===== src/design/echt_pkg.sv =====
`default_nettype none

package echt_pkg;

  // Status register bits
  localparam logic [7:0] ST_OBF_MASK = 8'h01;
  localparam logic [7:0] ST_IBF_MASK = 8'h02;

  // Controller commands
  localparam logic [7:0] CMD_READ  = 8'h80;
  localparam logic [7:0] CMD_WRITE = 8'h81;

  // Configuration register indexes
  localparam int unsigned CFG_AW = 3;
  localparam logic [CFG_AW-1:0] CFG_COMMAND_PORT = 3'd0;
  localparam logic [CFG_AW-1:0] CFG_DATA_PORT    = 3'd1;
  localparam logic [CFG_AW-1:0] CFG_BIG_ENDIAN   = 3'd2;
  localparam logic [CFG_AW-1:0] CFG_RETRY_LIMIT  = 3'd3;
  localparam logic [CFG_AW-1:0] CFG_POLL_LIMIT   = 3'd4;

  // Result queue geometry
  localparam int unsigned Q_DEPTH = 4;
  localparam int unsigned Q_AW    = 2;

  typedef enum logic [1:0] {
    ACT_READ  = 2'd0,
    ACT_WRITE = 2'd1,
    ACT_DONE  = 2'd2
  } action_e;

  typedef struct packed {
    action_e     action;
    logic [7:0]  port;
    logic [7:0]  out_byte;
    logic        ok;
    logic [15:0] read_value;
    logic        last;
  } result_t;

  function automatic result_t make_res(action_e act, logic [7:0] port, logic [7:0] b,
                                       logic ok, logic [15:0] val);
    result_t r;
    r.action     = act;
    r.port       = port;
    r.out_byte   = b;
    r.ok         = ok;
    r.read_value = val;
    r.last       = 1'b0;
    return r;
  endfunction

endpackage

`default_nettype wire


===== src/design/ec_host_transaction_engine.sv =====
`default_nettype none

// Host-side engine for the embedded-controller command/data port handshake. Each input beat
// (a new request, or the byte returned by the last requested port read) is decoded combinationally
// and yields zero, one or two result beats (port read, port write, or request
// completion), which are pushed into a four-entry result queue. An input beat is taken in
// any cycle the queue has room for two results, so one input beat per cycle is sustained
// as long as the output side drains one result per cycle; beats that yield two results
// need both of them drained, and the output rate of one beat per cycle is the limit.
// Requests that arrive while a request is in flight, and port bytes while idle, are
// dropped silently. Configuration may only be written while the engine is idle.
module ec_host_transaction_engine (
  input  wire logic        clk_i,
  input  wire logic        rst_ni,

  input  wire logic        s_axis_tvalid,
  output logic             s_axis_tready,
  // [0] is_write, [1] is_word, [9:2] reg_addr, [25:10] write_value,
  // [33:26] response_byte, [39:34] zero
  input  wire logic [39:0] s_axis_tdata,
  // [0] kind
  input  wire logic        s_axis_tuser,

  output logic             m_axis_tvalid,
  input  wire logic        m_axis_tready,
  // [7:0] port, [15:8] out_byte, [16] ok, [32:17] read_value, [39:33] zero
  output logic [39:0]      m_axis_tdata,
  // [1:0] action
  output logic [1:0]       m_axis_tuser,
  output logic             m_axis_tlast,

  input  wire logic        cfg_valid_i,
  output logic             cfg_ready_o,
  input  wire logic [2:0]  cfg_addr_i,
  input  wire logic [15:0] cfg_data_i
);

  typedef enum logic [2:0] {
    PH_IDLE,
    PH_IBF_CMD,
    PH_IBF_ADDR,
    PH_IBF_DATA,
    PH_OBF,
    PH_DATA
  } phase_e;

  // Configuration
  logic [7:0]  command_port_q, data_port_q, retry_limit_q;
  logic        big_endian_q;
  logic [15:0] poll_limit_q;

  // Transaction state
  phase_e      phase_q, phase_d;
  logic [15:0] poll_cnt_q, poll_cnt_d;
  logic [7:0]  attempt_q, attempt_d;
  logic        second_q, second_d;
  logic        held_write_q, held_write_d;
  logic        held_word_q, held_word_d;
  logic [7:0]  held_addr_q, held_addr_d;
  logic [15:0] held_value_q, held_value_d;
  logic [7:0]  first_byte_q, first_byte_d;

  // Result queue
  echt_pkg::result_t           q_mem [echt_pkg::Q_DEPTH];
  logic [echt_pkg::Q_AW-1:0]   wr_ptr_q, rd_ptr_q;
  logic [echt_pkg::Q_AW:0]     count_q, count_d;

  // Input fields
  logic        in_kind, in_is_write, in_is_word;
  logic [7:0]  in_reg_addr, in_resp;
  logic [15:0] in_write_value;

  assign in_kind        = s_axis_tuser;
  assign in_is_write    = s_axis_tdata[0];
  assign in_is_word     = s_axis_tdata[1];
  assign in_reg_addr    = s_axis_tdata[9:2];
  assign in_write_value = s_axis_tdata[25:10];
  assign in_resp        = s_axis_tdata[33:26];

  logic in_acc, out_acc;
  assign s_axis_tready = (count_q <= 3'(echt_pkg::Q_DEPTH - 2));
  assign in_acc        = s_axis_tvalid & s_axis_tready;
  assign m_axis_tvalid = (count_q != '0);
  assign out_acc       = m_axis_tvalid & m_axis_tready;
  assign cfg_ready_o   = 1'b1;

  // Decode
  echt_pkg::result_t r0, r1, poll_res, begin_res, fin_res;
  logic [1:0]  n_res;
  logic        begin_fail, fin_first, do_finish, fin_slot, ready;
  logic [7:0]  fin_b, cur_addr, cur_wbyte, att_inc;
  logic [15:0] pc_inc, fin_val;

  always_comb begin
    poll_res   = echt_pkg::make_res(echt_pkg::ACT_READ, command_port_q, 8'h00, 1'b0, 16'h0000);
    begin_fail = (retry_limit_q == 8'h00) || (poll_limit_q == 16'h0000);
    begin_res  = begin_fail ?
                 echt_pkg::make_res(echt_pkg::ACT_DONE, 8'h00, 8'h00, 1'b0, 16'h0000) :
                 poll_res;
    cur_addr   = held_addr_q + {7'b0, second_q};
    cur_wbyte  = (held_word_q && (big_endian_q ^ second_q)) ? held_value_q[15:8] :
                                                                held_value_q[7:0];
    fin_b      = (phase_q == PH_DATA) ? in_resp : 8'h00;
    fin_first  = held_word_q && !second_q;
    if (held_write_q) begin
      fin_val = 16'h0000;
    end else if (!held_word_q) begin
      fin_val = {8'h00, fin_b};
    end else if (big_endian_q) begin
      fin_val = {first_byte_q, fin_b};
    end else begin
      fin_val = {fin_b, first_byte_q};
    end
    fin_res = fin_first ? begin_res :
              echt_pkg::make_res(echt_pkg::ACT_DONE, 8'h00, 8'h00, 1'b1, fin_val);
    pc_inc  = (poll_cnt_q == 16'hFFFF) ? poll_cnt_q : poll_cnt_q + 16'd1;
    att_inc = (attempt_q == 8'hFF) ? attempt_q : attempt_q + 8'd1;
    ready   = (phase_q == PH_OBF) ? ((in_resp & echt_pkg::ST_OBF_MASK) != 8'h00) :
                                    ((in_resp & echt_pkg::ST_IBF_MASK) == 8'h00);

    phase_d      = phase_q;
    poll_cnt_d   = poll_cnt_q;
    attempt_d    = attempt_q;
    second_d     = second_q;
    held_write_d = held_write_q;
    held_word_d  = held_word_q;
    held_addr_d  = held_addr_q;
    held_value_d = held_value_q;
    first_byte_d = first_byte_q;
    r0           = '0;
    r1           = '0;
    n_res        = 2'd0;
    do_finish    = 1'b0;
    fin_slot     = 1'b0;

    if (in_acc) begin
      if (!in_kind) begin
        if (phase_q == PH_IDLE) begin
          held_write_d = in_is_write;
          held_word_d  = in_is_word;
          held_addr_d  = in_reg_addr;
          held_value_d = in_write_value;
          second_d     = 1'b0;
          first_byte_d = 8'h00;
          attempt_d    = 8'h00;
          if (begin_fail) begin
            phase_d = PH_IDLE;
          end else begin
            poll_cnt_d = 16'h0000;
            phase_d    = PH_IBF_CMD;
          end
          r0    = begin_res;
          n_res = 2'd1;
        end
      end else if (phase_q == PH_DATA) begin
        do_finish = 1'b1;
        n_res     = 2'd1;
      end else if (phase_q != PH_IDLE) begin
        poll_cnt_d = pc_inc;
        if (ready) begin
          unique case (phase_q)
            PH_IBF_CMD: begin
              r0 = echt_pkg::make_res(echt_pkg::ACT_WRITE, command_port_q,
                                      held_write_q ? echt_pkg::CMD_WRITE : echt_pkg::CMD_READ,
                                      1'b0, 16'h0000);
              r1         = poll_res;
              n_res      = 2'd2;
              poll_cnt_d = 16'h0000;
              phase_d    = PH_IBF_ADDR;
            end
            PH_IBF_ADDR: begin
              r0 = echt_pkg::make_res(echt_pkg::ACT_WRITE, data_port_q, cur_addr,
                                      1'b0, 16'h0000);
              r1         = poll_res;
              n_res      = 2'd2;
              poll_cnt_d = 16'h0000;
              phase_d    = PH_IBF_DATA;
            end
            PH_IBF_DATA: begin
              if (held_write_q) begin
                r0 = echt_pkg::make_res(echt_pkg::ACT_WRITE, data_port_q, cur_wbyte,
                                        1'b0, 16'h0000);
                do_finish = 1'b1;
                fin_slot  = 1'b1;
                n_res     = 2'd2;
              end else begin
                r0         = poll_res;
                n_res      = 2'd1;
                poll_cnt_d = 16'h0000;
                phase_d    = PH_OBF;
              end
            end
            default: begin
              r0 = echt_pkg::make_res(echt_pkg::ACT_READ, data_port_q, 8'h00,
                                      1'b0, 16'h0000);
              n_res   = 2'd1;
              phase_d = PH_DATA;
            end
          endcase
        end else if (pc_inc >= poll_limit_q) begin
          attempt_d = att_inc;
          n_res     = 2'd1;
          if (att_inc >= retry_limit_q) begin
            phase_d = PH_IDLE;
            r0 = echt_pkg::make_res(echt_pkg::ACT_DONE, 8'h00, 8'h00, 1'b0, 16'h0000);
          end else begin
            poll_cnt_d = 16'h0000;
            phase_d    = PH_IBF_CMD;
            r0         = poll_res;
          end
        end else begin
          r0    = poll_res;
          n_res = 2'd1;
        end
      end
    end

    // Byte operation done: start the second byte of a word or complete the request
    if (do_finish) begin
      if (fin_first) begin
        first_byte_d = fin_b;
        second_d     = 1'b1;
        attempt_d    = 8'h00;
        if (begin_fail) begin
          phase_d = PH_IDLE;
        end else begin
          poll_cnt_d = 16'h0000;
          phase_d    = PH_IBF_CMD;
        end
      end else begin
        phase_d = PH_IDLE;
      end
      if (fin_slot) begin
        r1 = fin_res;
      end else begin
        r0 = fin_res;
      end
    end

    r0.last = (n_res == 2'd1);
    r1.last = 1'b1;
    count_d = count_q + {1'b0, n_res} - {2'b00, out_acc};
  end

  always_ff @(posedge clk_i or negedge rst_ni) begin
    if (!rst_ni) begin
      command_port_q <= 8'h66;
      data_port_q    <= 8'h62;
      big_endian_q   <= 1'b1;
      retry_limit_q  <= 8'd5;
      poll_limit_q   <= 16'd100;
      phase_q        <= PH_IDLE;
      poll_cnt_q     <= '0;
      attempt_q      <= '0;
      second_q       <= 1'b0;
      held_write_q   <= 1'b0;
      held_word_q    <= 1'b0;
      held_addr_q    <= '0;
      held_value_q   <= '0;
      first_byte_q   <= '0;
      wr_ptr_q       <= '0;
      rd_ptr_q       <= '0;
      count_q        <= '0;
    end else begin
      if (cfg_valid_i && cfg_ready_o) begin
        unique case (cfg_addr_i)
          echt_pkg::CFG_COMMAND_PORT: command_port_q <= cfg_data_i[7:0];
          echt_pkg::CFG_DATA_PORT:    data_port_q    <= cfg_data_i[7:0];
          echt_pkg::CFG_BIG_ENDIAN:   big_endian_q   <= cfg_data_i[0];
          echt_pkg::CFG_RETRY_LIMIT:  retry_limit_q  <= cfg_data_i[7:0];
          echt_pkg::CFG_POLL_LIMIT:   poll_limit_q   <= cfg_data_i;
          default: ;
        endcase
      end
      phase_q      <= phase_d;
      poll_cnt_q   <= poll_cnt_d;
      attempt_q    <= attempt_d;
      second_q     <= second_d;
      held_write_q <= held_write_d;
      held_word_q  <= held_word_d;
      held_addr_q  <= held_addr_d;
      held_value_q <= held_value_d;
      first_byte_q <= first_byte_d;
      wr_ptr_q     <= wr_ptr_q + n_res;
      if (out_acc) begin
        rd_ptr_q <= rd_ptr_q + 2'd1;
      end
      count_q <= count_d;
    end
  end

  always_ff @(posedge clk_i) begin
    if (n_res != 2'd0) begin
      q_mem[wr_ptr_q] <= r0;
    end
    if (n_res == 2'd2) begin
      q_mem[wr_ptr_q + 2'd1] <= r1;
    end
  end

  echt_pkg::result_t head;
  assign head          = q_mem[rd_ptr_q];
  assign m_axis_tuser  = head.action;
  assign m_axis_tlast  = head.last;
  assign m_axis_tdata  = {7'b0, head.read_value, head.ok, head.out_byte, head.port};

  // Queue never overfills
  assert property (@(posedge clk_i) disable iff (!rst_ni)
    count_q <= 3'(echt_pkg::Q_DEPTH))
    else $error("result queue overflow");

  // A completion pushed into the queue leaves the engine idle
  assert property (@(posedge clk_i) disable iff (!rst_ni)
    ((n_res == 2'd1 && r0.action == echt_pkg::ACT_DONE) ||
     (n_res == 2'd2 && r1.action == echt_pkg::ACT_DONE)) |=> phase_q == PH_IDLE)
    else $error("completion without return to idle");

  // A fresh request while idle always yields exactly one result
  assert property (@(posedge clk_i) disable iff (!rst_ni)
    (in_acc && !in_kind && phase_q == PH_IDLE) |-> n_res == 2'd1)
    else $error("request start result count");

  // Waiting on the data byte follows a port read of the data port
  assert property (@(posedge clk_i) disable iff (!rst_ni)
    (phase_q != PH_DATA && phase_d == PH_DATA) |-> (n_res == 2'd1 &&
      r0.action == echt_pkg::ACT_READ && r0.port == data_port_q))
    else $error("data phase entered without data port read");

endmodule

`default_nettype wire

===== config.mk =====
export PLATFORM = sky130hd
export DESIGN_NAME = ec_host_transaction_engine
export DESIGN_NICKNAME = d
export VERILOG_FILES = /design/src/design/echt_pkg.sv /design/src/design/ec_host_transaction_engine.sv
export SDC_FILE = /design/constraint.sdc
export NUM_CORES = 1
export LEC_CHECK = 0
export BUFFER_PORTS_ARGS = -buffer_cell sky130_fd_sc_hd__buf_2
export CAP_MARGIN = 20
export CORE_ASPECT_RATIO = 1.1
export CORE_MARGIN = 2
export CORE_UTILIZATION = 30
export CTS_BUF_LIST = sky130_fd_sc_hd__clkbuf_8
export CTS_CLUSTER_DIAMETER = 80
export DETAILED_ROUTE_END_ITERATION = 6
export PLACE_DENSITY = 0.42
export SLEW_MARGIN = 20
export SYNTH_ARGS = -nofsm -noshare
export SYNTH_HDL_FRONTEND = slang
export SYNTH_SLANG_ARGS = --single-unit

===== constraint.sdc =====
create_clock -name clk_i -period 5.3 [get_ports clk_i]
set_clock_uncertainty 0.1 [all_clocks]
set_input_delay 1.06 -clock clk_i [delete_from_list [all_inputs] [get_ports clk_i]]
set_output_delay 1.06 -clock clk_i [all_outputs]
set_load 0.02 [all_outputs]

Word level (Yosys, flattened, before mapping). Memory sizes are Yosys's and may differ from the RTL's. Cells that the tools add are included.

Logic and storage cells: 171. Flip-flop bits (word level): 110. Memories kept: 1. RAM bits: 144.

Order comparisons: 3. Bitwise operators: 4. Reductions and logical operators: 22. Multiplexer cells: 99. Equality and inequality tests: 17. Add/subtract/negate cells: 8.

Memory list: q_mem (words 4, bits a word 36, read ports 1, clocked after memory_dff 0, write ports 2, RTL line ec_host_transaction_engine.sv:64) `echt_pkg::result_t q_mem [echt_pkg::Q_DEPTH];`.

Operator list (number): $mux W36 (14); $mux W16 (17); $mux W34 (6); $mux W8 (17); $pmux W35 S3 (1); $mux W35 (1); $pmux W16 S2 (1); $mux W3 (10); $mux W1 (24); $add A16 B1 Y16 const B (1); $eq A16 B16 Y1 const B (1); $ge A16 B16 Y1 (1); $logic_not A16 Y1 (1); $logic_not A8 Y1 (2); $eq A3 B2 Y1 const B (4); $mux W2 (6); $reduce_and A2 Y1 (5); $eq A3 B3 Y1 const B (3); $pmux W3 S3 (1); $reduce_bool A3 Y1 (3); $add A8 B1 Y8 (1); $add A8 B1 Y8 const B (1); $eq A8 B8 Y1 const B (1); $ge A8 B8 Y1 (1); other kinds (24) (30).

Logic depth before layout (Yosys ltp).
Word-level depth: 13. Mapped depth: 15. Depth with buffers taken out: 13.

Least setup slack after synthesis. No wires, ideal clock.

Path kind: reg2reg. Start: reg poll_cnt_q[3]. End: mem q_mem[2][35] (netlist bit), data pin. Required time: 4.933 ns. Period minus slack after synthesis: 3.734 ns. Stages on the path, launching flop included: 15. Setup slack: 1.566 ns. Arrival: 3.367 ns. Cells stage by stage: dfrtp_1 -> and3_1 -> clkbuf_1 -> nand4_1 -> or3_1 -> clkbuf_1 -> xnor2_1 -> ha_1 -> nand2b_1 -> a2111o_1 -> a311o_1 -> o211a_1 -> clkbuf_1 -> a21oi_1 -> o21ai_0.

RTL lines: start: declaration (RTL line ec_host_transaction_engine.sv:54) `logic [15:0] poll_cnt_q, poll_cnt_d;`; start signal: assignment (RTL line ec_host_transaction_engine.sv:276) `poll_cnt_q <= poll_cnt_d;`; end: declaration (RTL line ec_host_transaction_engine.sv:64).

==> impl_metrics.env <==
export IMPL_placed_cells=1836
export IMPL_drc=0
export IMPL_synth_compound_area_share_pct=13.7
export IMPL_max_freq_mhz=225
export IMPL_r2r_slack_ns=0.85
export IMPL_synth_xor_area_share_pct=1.86
export IMPL_routedWlPerCell_um=19.0
export IMPL_path_clk_slew_ns=0.06
export IMPL_fill_cells=4384
export IMPL_cp_data_arrival_time_ns=4.77
export IMPL_hold_depth=2
export IMPL_clkPwrFrac_pct=28.3
export IMPL_cp_num_buf_inv=0
export IMPL_synth_mux_area_share_pct=11.9
export IMPL_ff2ff_path_depth=11
export IMPL_htree_levels=2
export IMPL_layout_worst_path_cycle_share_pct=84.0
export IMPL_critPathRequiredTime_ns=5.62
export IMPL_routed_via_density=5.03
export IMPL_peakVddDrop_v=0.000174
export IMPL_crit_type="reg2reg"
export IMPL_path_cells="and3_1, nand4_1, or3_1, xnor2_1, ha_1, nand2b_1, a2111o_1, a311o_1, o211ai_1, nand2_1, a31oi_1"
export IMPL_critPathMaxFanout=8
export IMPL_grt_max_degree=64
export IMPL_cp_end_kind="flop"
export IMPL_vias=9675
export IMPL_min_period_ns=4.45
export IMPL_cts_hold_buf=0
export IMPL_synth_edf_count=104
export IMPL_cp_top_family="compound AO/OA/AOI/OAI gates"
export IMPL_synth_simple_area_share_pct=14.4
export IMPL_routed_wl_um=36600
export IMPL_yosys_area_top_type="edfxtp_1"
export IMPL_switching_share_pct=36.3
export IMPL_nNetsFinal=1409
export IMPL_relSlewSlack_pct=29.2
export IMPL_status="finished clean"
export IMPL_ioPinCount=111
export IMPL_seq_area_frac_synth_pct=51.1
export IMPL_p_leak_nw=5.79
export IMPL_synth_commonest_cells="nand2_1, edfxtp_1, dfrtp_1"
export IMPL_die_height_um=223
export IMPL_synth_seq_cells=254
export IMPL_initial_core_util_pct=30.3
export IMPL_dp_hpwl_um=25600
export IMPL_core_area_sq_um=43200
export IMPL_yosys_warnings=0
export IMPL_comb_power_share_pct=29.4
export IMPL_synth_top_cells_by_area="edfxtp_1, dfrtp_1, mux4_2, dfxtp_1, mux2_2"
export IMPL_sequentialPowerShare_pct=42.3
export IMPL_tritoncts="built"
export IMPL_drv_slew=0
export IMPL_p_per_area_nw_per_um2=438
export IMPL_final_instance_count_excl_fill=1923
export IMPL_final_hold_viol_count=0
export IMPL_cts_root_buf="clkbuf_8"
export IMPL_grt_pass1_wl_um=56800
export IMPL_track_usage_pct=16.2
export IMPL_synth_ff_type="edfxtp_1"
export IMPL_synth_top_family_by_area="simple AND/OR/NAND/NOR gates"
export IMPL_drive_gt1_share_pct=23.9
export IMPL_async_flop_share_pct=43.3
export IMPL_gp_congestion=0.761
export IMPL_worst_slew_pin_slew_ns=1.06
export IMPL_antenna_found_initial=0
export IMPL_synth_top_cell_area_share_pct=23.9
export IMPL_p_int_mw=4.20
export IMPL_synth_most_common_cell="nand2_1"
export IMPL_power_net_switching_mw=2.39
export IMPL_fp_dieW_um=203
export IMPL_n_antenna_cell=0
export IMPL_postCtsSetupRepairBufs=0
export IMPL_dieArea_sq_um=45300
export IMPL_clk_latency_ns=0.62
export IMPL_drv_cap=0
export IMPL_area_delta_synth_final_pct=14.9
export IMPL_cp_depth=11
export IMPL_globalRouteOverflowTotal=0
export IMPL_num_rows=80
export IMPL_cts_made_buffers=46
export IMPL_hp_class="reg2reg"
export IMPL_grt_pass1_vias=9730
export IMPL_synthesis_area_sq_um=13100
export IMPL_synth_distinct_cells=78
export IMPL_critPathSlowestCell="o211ai_1"
export IMPL_rsz0062_at_grt="false"
export IMPL_clock_path_buffers=3
export IMPL_critical_path_max_stage_delay_ns=0.53
export IMPL_cts_resized=0
export IMPL_ant_nets=0
export IMPL_synthAdderAreaFrac_pct=3.21
export IMPL_syn_area_per_cell_sq_um=10.7
export IMPL_cts_sinks=254
export IMPL_fin_setup_tns_ns=0
export IMPL_port_buffers=96
export IMPL_syn_inst=1219
export IMPL_firstDrtPassIters=7
export IMPL_startpoint_type="flop"
export IMPL_setup_viol=0
export IMPL_drtIter0Drc=534
-- layout make-up --
| type | count | area [sq um] | share of cell area [%] |
|---|---|---|---|
| clock buffers | 55 | 757 | 5.03 |
| clock inverters | 31 | 163 | 1.08 |
| inverters | 34 | 128 | 0.849 |
| multi-input cells | 856 | 5920 | 39.4 |
| flip-flops and latches | 254 | 6700 | 44.5 |
| well taps | 574 | 718 | 4.78 |
| repair buffers | 119 | 656 | 4.36 |
-- flip-flops by register name, indices dropped and copies added (netlist names), 3 cells and up --
register,count
command_port_q,8
poll_limit_q,16
data_port_q,8
held_value_q,16
first_byte_q,8
q_mem,144
retry_limit_q,8
count_q,3
attempt_q,8
phase_q,3
poll_cnt_q,16
held_addr_q,8
-- worst paths after layout --
check | startpoint | to
worst max-delay path | poll_cnt_q[3] | q_mem[2][27]
worst min-delay path | q_mem[2][34] | q_mem[2][34]
worst max register to register | poll_cnt_q[3] | q_mem[2][27]
worst min register to register | q_mem[2][34] | q_mem[2][34]
max in group asynchronous | rst_ni | command_port_q[1]
min in group asynchronous | rst_ni | held_value_q[10]
-- cells in the final DEF, fill, tap and decap left out, types with 5 or more instances in the layout --
master and n:
o22ai_1 11, nor4_1 8, a31oi_1 33, edfxtp_1 104
clkbuf_8 55, and2_1 6, a21oi_1 58, o211ai_1 12
dfxtp_1 40, xor2_1 10, inv_1 49, mux2i_1 10
o21ai_0 64, xnor2_1 16, nand2_1 152, nand2b_1 10
nor3_1 8, buf_2 95, nand3_1 73, conb_1 8
o21ai_2 5, and3_1 11, clkinv_2 6, nand4_1 10
dfrtp_1 95, o21ai_1 29, buf_4 24, a22o_1 12
mux4_2 36, nor2_1 93, mux2_2 57, a21o_1 9
dfstp_2 13, nor2b_1 11, ha_1 32
-- cell families (layout without fill, tap and decap cells) --
group | count (synthesis) | in the layout
compound gates | 280 | 280
xor+xnor | 27 | 27
fa+ha+maj | 33 | 33
buf+inv | 115 | 239
flops | 254 | 254
mux | 103 | 103
other cells | 2 | 8
simple gates | 405 | 405
-- power by group through the flow --
stage                     Combinational (mW)  Clock [mW]  Sequential (mW)
final                                   1.93        1.86             2.79
after global routing                    2.13        2.02             2.85
after CTS                               1.98        1.94             2.79
after detailed placement                1.97           0             2.83
after global placement                  1.96           0             2.82
after floorplan                         1.59           0             2.55
-- tightest hold or removal path, stage by stage, from the launching register on --
cell and delay [ns]:
dfxtp_1 0.31, nand3_1 0.06, nand2_1 0.05
-- through the flow --
step           hold slack (ns)  setup WS (ns)  power (mW)  utilization (%)  cell area (sq um)
3_3_place_gp             0.338          0.823        4.78             32.6              14100
3_5_place_dp             0.346          0.840        4.80             32.6              14100
2_1_floorplan            0.331           1.57        4.15                -              13100
5_1_grt                  0.385          0.475        7.00             34.8              15000
6_report                 0.353          0.846        6.58             34.8              15000
4_1_cts                  0.355          0.814        6.71             34.8              15000
-- layer usage --
| metal | vias up | share of wire, % | track usage (%) |
|---|---|---|---|
| met5 | - | 0 | 0 |
| met4 | 0 | 2.1 | 4.99 |
| met3 | 53 | 4.3 | 3.18 |
| met2 | 199 | 50 | 27.8 |
| met1 | 4750 | 44 | 20.7 |
| li1 | 4673 | - | - |
(Power assumes the default switching activity.)
